<file path="config.mk">
export PLATFORM = sky130hd
export DESIGN_NAME = lzss_bit_reader
export DESIGN_NICKNAME = d
export VERILOG_FILES = /design/src/hdl/lzss_pkg.sv /design/src/hdl/lzss_bit_reader.sv
export SDC_FILE = /design/constraint.sdc
export NUM_CORES = 1
export LEC_CHECK = 0
export BUFFER_PORTS_ARGS = -buffer_cell sky130_fd_sc_hd__buf_4
export CAP_MARGIN = 20
export CORE_ASPECT_RATIO = 0.7
export CORE_UTILIZATION = 56
export CTS_CLUSTER_SIZE = 40
export DETAILED_ROUTE_END_ITERATION = 10
export PLACE_DENSITY = 0.78
export SLEW_MARGIN = 20
export SYNTH_ARGS = -nofsm -noshare
export SYNTH_HDL_FRONTEND = slang
export SYNTH_SLANG_ARGS = --single-unit
</file>
<file path="constraint.sdc">
create_clock -name clk -period 2.9 [get_ports clk]
set_input_delay 0.145 -clock clk [delete_from_list [all_inputs] [get_ports clk]]
set_output_delay 0.145 -clock clk [all_outputs]
set_load 0.05 [all_outputs]
</file>
<file path="src/hdl/lzss_pkg.sv">
// Shared constants and types of the LZSS bitstream decoder.
`timescale 1ns / 1ps
`default_nettype none
package lzss_pkg;

	localparam int POS_BITS   = 13;
	localparam int LEN_BITS   = 4;
	localparam int LIT_BITS   = 8;
	localparam int MIN_MATCH  = 3;
	localparam int DICT_DEPTH = 1 << POS_BITS;
	localparam int CNT_BITS   = LEN_BITS + 1;
	localparam int REM_BITS   = $clog2(POS_BITS + 1);

	typedef logic [POS_BITS-1:0] addr_t;
	typedef logic [CNT_BITS-1:0] cnt_t;
	typedef logic [REM_BITS-1:0] rem_t;
	typedef logic [LIT_BITS-1:0] byte_t;

	// Token kinds passed from the bit reader to the copy control.
	localparam logic [1:0] TOK_LIT   = 2'd0;
	localparam logic [1:0] TOK_MATCH = 2'd1;
	localparam logic [1:0] TOK_END   = 2'd2;

	typedef struct packed {
		logic [1:0]          kind;
		addr_t               pos;
		logic [LEN_BITS-1:0] len;
		byte_t               lit;
	} tok_t;

endpackage
`default_nettype wire

</file>
<file path="src/hdl/lzss_bit_reader.sv">
// Bit-serial token parser (literal, match, end): one bit per cycle unless a token waits.
`timescale 1ns / 1ps
`default_nettype none
module lzss_bit_reader (
	input  wire logic            clk,
	input  wire logic            arst_n,
	input  wire logic            in_valid,
	input  wire lzss_pkg::byte_t in_byte,
	output logic                 in_ready,
	output logic                 tok_valid,
	output lzss_pkg::tok_t       tok,
	input  wire logic            tok_ready
);

	localparam logic [1:0] ST_FLAG = 2'd0;
	localparam logic [1:0] ST_LIT  = 2'd1;
	localparam logic [1:0] ST_POS  = 2'd2;
	localparam logic [1:0] ST_LEN  = 2'd3;

	logic [1:0]      stage_q, stage_nx;
	lzss_pkg::byte_t sh_q, sh_nx;
	logic [3:0]      bits_q, bits_nx;
	lzss_pkg::addr_t acc_q, acc_nx, acc_sh;
	lzss_pkg::rem_t  rem_q, rem_nx, rem_dec;
	lzss_pkg::addr_t saved_q, saved_nx;
	logic            tok_valid_q;
	lzss_pkg::tok_t  tok_q, tok_nx;
	logic            tok_set;
	logic            go;
	logic            bit_now;

	assign in_ready  = (bits_q == '0);
	assign tok_valid = tok_valid_q;
	assign tok       = tok_q;

	// Hold while a finished token waits to be taken.
	assign go      = (bits_q != '0) && !(tok_valid_q && !tok_ready);
	assign bit_now = sh_q[7];
	assign acc_sh  = {acc_q[lzss_pkg::POS_BITS-2:0], bit_now};
	assign rem_dec = (rem_q != '0) ? rem_q - lzss_pkg::rem_t'(1) : rem_q;

	always_comb begin
		stage_nx = stage_q;
		sh_nx    = sh_q;
		bits_nx  = bits_q;
		acc_nx   = acc_q;
		rem_nx   = rem_q;
		saved_nx = saved_q;
		tok_nx   = tok_q;
		tok_set  = 1'b0;
		if (in_valid && in_ready) begin
			sh_nx   = in_byte;
			bits_nx = 4'd8;
		end else if (go) begin
			sh_nx   = {sh_q[6:0], 1'b0};
			bits_nx = bits_q - 4'd1;
			unique case (stage_q)
				ST_FLAG: begin
					acc_nx = '0;
					if (bit_now) begin
						stage_nx = ST_LIT;
						rem_nx   = lzss_pkg::rem_t'(lzss_pkg::LIT_BITS);
					end else begin
						stage_nx = ST_POS;
						rem_nx   = lzss_pkg::rem_t'(lzss_pkg::POS_BITS);
					end
				end
				ST_LIT: begin
					acc_nx = acc_sh;
					rem_nx = rem_dec;
					if (rem_dec == '0) begin
						tok_set     = 1'b1;
						tok_nx.kind = lzss_pkg::TOK_LIT;
						tok_nx.lit  = acc_sh[lzss_pkg::LIT_BITS-1:0];
						stage_nx    = ST_FLAG;
						acc_nx      = '0;
					end
				end
				ST_POS: begin
					acc_nx = acc_sh;
					rem_nx = rem_dec;
					if (rem_dec == '0) begin
						acc_nx = '0;
						if (acc_sh == '0) begin
							// End marker: drop the rest of this byte.
							tok_set     = 1'b1;
							tok_nx.kind = lzss_pkg::TOK_END;
							stage_nx    = ST_FLAG;
							bits_nx     = '0;
						end else begin
							saved_nx = acc_sh;
							stage_nx = ST_LEN;
							rem_nx   = lzss_pkg::rem_t'(lzss_pkg::LEN_BITS);
						end
					end
				end
				ST_LEN: begin
					acc_nx = acc_sh;
					rem_nx = rem_dec;
					if (rem_dec == '0) begin
						tok_set     = 1'b1;
						tok_nx.kind = lzss_pkg::TOK_MATCH;
						tok_nx.pos  = saved_q;
						tok_nx.len  = acc_sh[lzss_pkg::LEN_BITS-1:0];
						stage_nx    = ST_FLAG;
						acc_nx      = '0;
					end
				end
				default: stage_nx = ST_FLAG;
			endcase
		end
	end

	always_ff @(posedge clk or negedge arst_n) begin
		if (!arst_n) begin
			stage_q     <= ST_FLAG;
			bits_q      <= '0;
			acc_q       <= '0;
			rem_q       <= '0;
			saved_q     <= '0;
			tok_valid_q <= 1'b0;
		end else begin
			stage_q <= stage_nx;
			bits_q  <= bits_nx;
			acc_q   <= acc_nx;
			rem_q   <= rem_nx;
			saved_q <= saved_nx;
			if (tok_set)
				tok_valid_q <= 1'b1;
			else if (tok_ready)
				tok_valid_q <= 1'b0;
		end
	end

	always_ff @(posedge clk) begin
		sh_q  <= sh_nx;
		tok_q <= tok_nx;
	end

endmodule
`default_nettype wire

</file>
Yosys cells after proc, flatten, opt, wreduce, memory -nomap -nowiden:

Index checks and enable logic that the tools add are counted.

* bits of input ports: 12
* register bits: 71
* logic and storage cells: 76

* add/subtract/negate cells: 2
* muxes and demuxes: 31
* reductions and logical operators: 22
* equality and inequality tests: 8
* bitwise operators: 2

Operator list (number)
* 4-bit two-way mux: 8
* 12-bit one-hot mux with 2 select lines: 1
* 19-bit two-way mux: 1
* 8-bit two-way mux: 2
* 13-bit logical NOT: 1
* 12-bit two-way mux: 1
* 2-bit two-way mux: 6
* 2-bit one-hot mux with 3 select lines: 2
* 4-bit one-hot mux with 3 select lines: 1
* 4-bit AND reduction: 3
* 4-bit logical NOT: 2
* 2-bit inequality test, second input constant: 4
* 4-bit nonzero test: 2
* 4-bit by 1-bit subtractor with 4-bit output, second input constant: 2
* 1-bit two-way mux: 7
* 7-bit AND reduction: 1
* 5-bit AND reduction: 1
* 2-bit equality test, second input constant: 2
* 2-bit nonzero test: 2
* 1-bit logical AND: 3
* 3-bit two-way mux: 1
* 3-bit nonzero test: 1
* 3-bit OR reduction: 1
* 2-bit by 1-bit equality test with 1-bit output, second input constant: 1
* 7 further kinds: 9

Longest topological paths before layout:

* depth in word-level cells: 8
* mapped depth: 7
* mapped depth without buffers: 7

Worst setup path before layout:

Ideal clock, no wire load.

* path kind: register -> register
* start point: reg bits_q[0]
* end point: reg sh_q[0], enable pin
* setup time: 339 ps
* buffers on the path: 0
* arrival time: 2811 ps
* cell stages (with the launch flop): 6
* setup slack: -250 ps
* required time: 2561 ps
* path through: dfrtp_1 -> inv_1 -> ha_1 -> nor3b_1 -> nand2_1 -> nand2_1

* cells in the longest elaborated chain, start to end: 3
* elaborated cells on any way between the ends: 5

RTL lines
* start, declared: RTL line lzss_bit_reader.sv:22 `logic [3:0] bits_q, bits_nx;`
* start signal, assigned: RTL line lzss_bit_reader.sv:124 `bits_q <= bits_nx;`
* 4-bit logical NOT: RTL line lzss_bit_reader.sv:32 `assign in_ready = (bits_q == '0);`
* net in_ready: RTL line lzss_bit_reader.sv:9 `output logic in_ready,`
* 1-bit logical AND: RTL line lzss_bit_reader.sv:51 `if (in_valid && in_ready) begin`
* 2-bit nonzero test (no line)
* end signal, assigned: RTL line lzss_bit_reader.sv:136 `sh_q <= sh_nx;`
* end, declared: RTL line lzss_bit_reader.sv:21 `lzss_pkg::byte_t sh_q, sh_nx;`

The timed path passes the listed nets, and every way through them passes these cells.
A chain may end at the register's enable or synchronous reset.

Worst setup path in the final report:

* start point: reg rem_q[0]
* end point: reg saved_q[8]

* cells in the longest elaborated chain, start to end: 4
* elaborated cells on any way between the ends: 5

RTL lines
* start, declared: RTL line lzss_bit_reader.sv:24 `lzss_pkg::rem_t rem_q, rem_nx, rem_dec;`
* start signal, assigned: RTL line lzss_bit_reader.sv:126 `rem_q <= rem_nx;`
* 4-bit by 1-bit subtractor with 4-bit output / 4-bit nonzero test (equally long branches): RTL line lzss_bit_reader.sv:40 `assign rem_dec = (rem_q != '0) ? rem_q - lzss_pkg::rem_t'(1) : rem_q;`
* 4-bit two-way mux (*): RTL line lzss_bit_reader.sv:40
* 4-bit logical NOT (*): RTL line lzss_bit_reader.sv:82 `if (rem_dec == '0) begin`
* 5-bit AND reduction (no line) (*)
* end signal, assigned: RTL line lzss_bit_reader.sv:127 `saved_q <= saved_nx;`
* end, declared: RTL line lzss_bit_reader.sv:25 `lzss_pkg::addr_t saved_q, saved_nx;`

Every way passes the cells marked *; elsewhere a longest branch is shown, timed or not.

==> summary.txt <==
Status
  – Status: finished clean

Power and ir drop
  – P_leak: 1.48 nW
  – Pwr Total: 3.82 mW
  – Power Density: 1110 nW/um^2
  – Max IR drop VDD: 0.000574 V

Timing
  – Final Skew: 0.00698 ns
  – Endpoints failing setup: 0
  – Period minus WS final: 2.61 ns
  – Total negative slack: 0 ns
  – Worst-Margin Slew: 0.791 ns
  – Unrepaired setup endpoints after global routing: no
  – Post-route clock period utilization: 89.9%
  – Fmax: 0.384 GHz
  – Final hold vios: 0
  – Final critical-path setup slack: 0.294 ns
  – Slew headroom: 47.1%
  – Final Max Tran Viols: 0

Global routing
  – Vias in the first global route: 1548
  – Largest net degree at the start of global routing: 37
  – Gr ovfl total: 0
  – Initial antenna violation count: 0
  – Tot GR Track Use: 20.9%
  – First-pass GRT wire length: 7790 um

Worst setup path
  – CP arrival: 2.83 ns
  – CP peak stage delay: 0.71 ns
  – Slowest CP cell: nand4_1
  – Worst setup SP type: register
  – Crit end category: register
  – Crit path cell chain: inv_1 -> ha_1 -> inv_1 -> o32ai_4 -> nand4_1 -> mux2_2
  – R2r startpoint: rem_q[0]
  – Crit-path max FO: 13
  – Worst path required time: 3.13 ns
  – CP most frequent cell: inv_1
  – Setup CP Type: reg2reg
  – CP Launch Point: rem_q[0]

Synth
  – Ys flop type: dfrtp_1
  – Async S/R FF share, synth: 50.7%
  – #FFs+latches synth: 71
  – Syn Area/Cell: 15.0 sq um
  – Syn_nets: 202
  – Distinct cells, synth: 36
  – Seq/Total Area, Yosys: 69.6%
  – Yosys warning total: 0
  – Gate Count Post-Synth: 187
  – Mapped cell area: 2800 sq um
  – EDFF count, synth: 35

Clock tree
  – Clock Tree Root: clkbuf_8
  – Worst-case clock buffer depth: 2
  – Post_cts resized: 0
  – Clock transition at the registers of the reported paths: 0.08 ns
  – Skew-Pair Late Insertion Delay: 0.34 ns
  – TritonCTS Buffers: 9
  – TritonCTS clock tree: built
  – H-tree levels: 3
  – Sink Count: 71

Floorplan
  – Placement Rows: 21
  – Starting Density: 58.6%
  – Die Wd: 86.6 um
  – Die height: 61.2 um
  – Die Footprint: 5300 sq um
  – Core Region: 4780 sq um
  – Ports: 41

Drt
  – DRT Pass-1 Iters: 4
  – Routed Antenna Nets: 0
  – Vias per cell: 5.53
  – Top Metal Used: met4
  – Wirelength per Cell: 15.5 um
  – Met3 wire length: 217 um
  – DR WL met2: 2170 um
  – Final wirelength: 4850 um
  – Vias: 1725
  – WL met1: 2390 um
  – # DRC: 0
  – First DRT Iteration DRCs: 119

Final layout
  – Area grow syn2layout: 22.8%
  – Commonest non-fill, non-tap cells in the layout: buf_4, dfrtp_1, edfxtp_1
  – Commonest non-fill, non-tap cell in the layout: buf_4
  – Antenna diode count: 0
  – Fraction of layout cells with a size suffix above 1: 35.0%
  – # nets final: 253

Min path
  – Worst min-delay path class: in2reg
  – Min-delay src: in_valid

Placed design
  – GP Congestion: 0.809
  – Place WS: 0.300 ns
  – Number of port buffers: 40
  – Post-DP HPWL: 3270 um

Job
  – MaxCap Viol Count: 0
## sequential cells by signal (all words and copies together), names as in the netlist
| name | count |
|---|---|
| tok | 27 |
| saved_q | 13 |
| acc_q | 12 |
| sh_q | 8 |
| bits_q | 4 |
| rem_q | 4 |
| stage_q | 2 |
| tok_valid | 1 |
## area by class of cell
type	count	area, sq um
flip-flops and latches	71	1950
multi-input cells	104	807
clock inverters	7	103
clock buffers	9	124
fillers	307	1340
well taps	69	86.3
repair buffers	46	348
inverters	6	22.5
## report_power, final
part           internal, mW  switching [mW]  leakage, nW
clock network         0.494           0.389        0.111
logic                 0.526           0.733        0.569
registers              1.44           0.239        0.804
## cell usage after synthesis (2+ instances only)
| library cell | number | area (sq um) |
|---|---|---|
| dfrtp_1 | 36 | 901 |
| edfxtp_1 | 35 | 1050 |
| mux2_2 | 20 | 225 |
| a22o_1 | 12 | 105 |
| o21ai_0 | 11 | 55.1 |
| nand2_1 | 8 | 30.0 |
| nor3_1 | 8 | 40.0 |
| nor2_1 | 7 | 26.3 |
| inv_1 | 6 | 22.5 |
| clkbuf_1 | 5 | 18.8 |
| a21oi_1 | 3 | 15.0 |
| and3_1 | 3 | 18.8 |
| ha_1 | 3 | 37.5 |
| nand2b_1 | 3 | 18.8 |
| nand3b_1 | 2 | 15.0 |
| nand4_1 | 2 | 12.5 |
| nor3b_1 | 2 | 15.0 |
| nor4_1 | 2 | 12.5 |
| o21ai_1 | 2 | 10.0 |
## repair_timing
| action | 4_1_cts | 5_1_grt |
|---|---|---|
| hold endpoints to repair | 36 | 0 |
| hold buffers | 1 | 0 |
| buffers inserted | 0 | 0 |
## final timing paths
| path | endpoint | slack [ns] | depth (start not counted) |
|---|---|---|---|
| worst max-delay path | saved_q[8] | 0.29 | 6 |
| worst min-delay path | bits_q[3] | 0.06 | 2 |
| worst max register to register | saved_q[8] | 0.29 | 6 |
| worst min register to register | tok[21] | 0.45 | 0 |
| max in group asynchronous | acc_q[1] | 2.28 | 2 |
| min in group asynchronous | saved_q[10] | 0.30 | 2 |
## logic make-up after synthesis
group | after synthesis | share of synthesized area [%]
compound gates | 36 | 9.64
xor+xnor | 1 | 0.313
fa+ha+maj | 3 | 1.34
buf+inv | 12 | 1.74
flops | 71 | 69.6
mux | 20 | 8.04
simple gates | 44 | 9.29
## critical path: cells and delay by family, from the launching register on
family | cells | cell delay [ns]
buffers and inverters | 2 | 0.18
and+or+nand+nor | 1 | 0.71
DFF | 1 | 0.42
muxes | 1 | 0.54
AOI/OAI and AO/OA | 1 | 0.39
adders and majority gates | 1 | 0.25
## metrics by stage
| step | utilization [%] | cell area (sq um) | cells | hold slack (ns) |
|---|---|---|---|---|
| floorplan | - | 2810 | 187 | -0.151 |
| global placement | 67.0 | 3210 | 295 | 0.130 |
| detailed placement | 67.0 | 3210 | 295 | 0.125 |
| CTS | 72.0 | 3440 | 312 | 0.0483 |
| global route | 72.0 | 3440 | 312 | 0.0581 |
| finish | 72.0 | 3440 | 312 | 0.0587 |
## layer usage
metal	GRT usage, %	up-vias
met4	10.0	0
li1	-	815
met3	6.70	7
met5	0	-
met1	30.0	858
met2	29.3	45
Power figures use the tool's default switching activity.
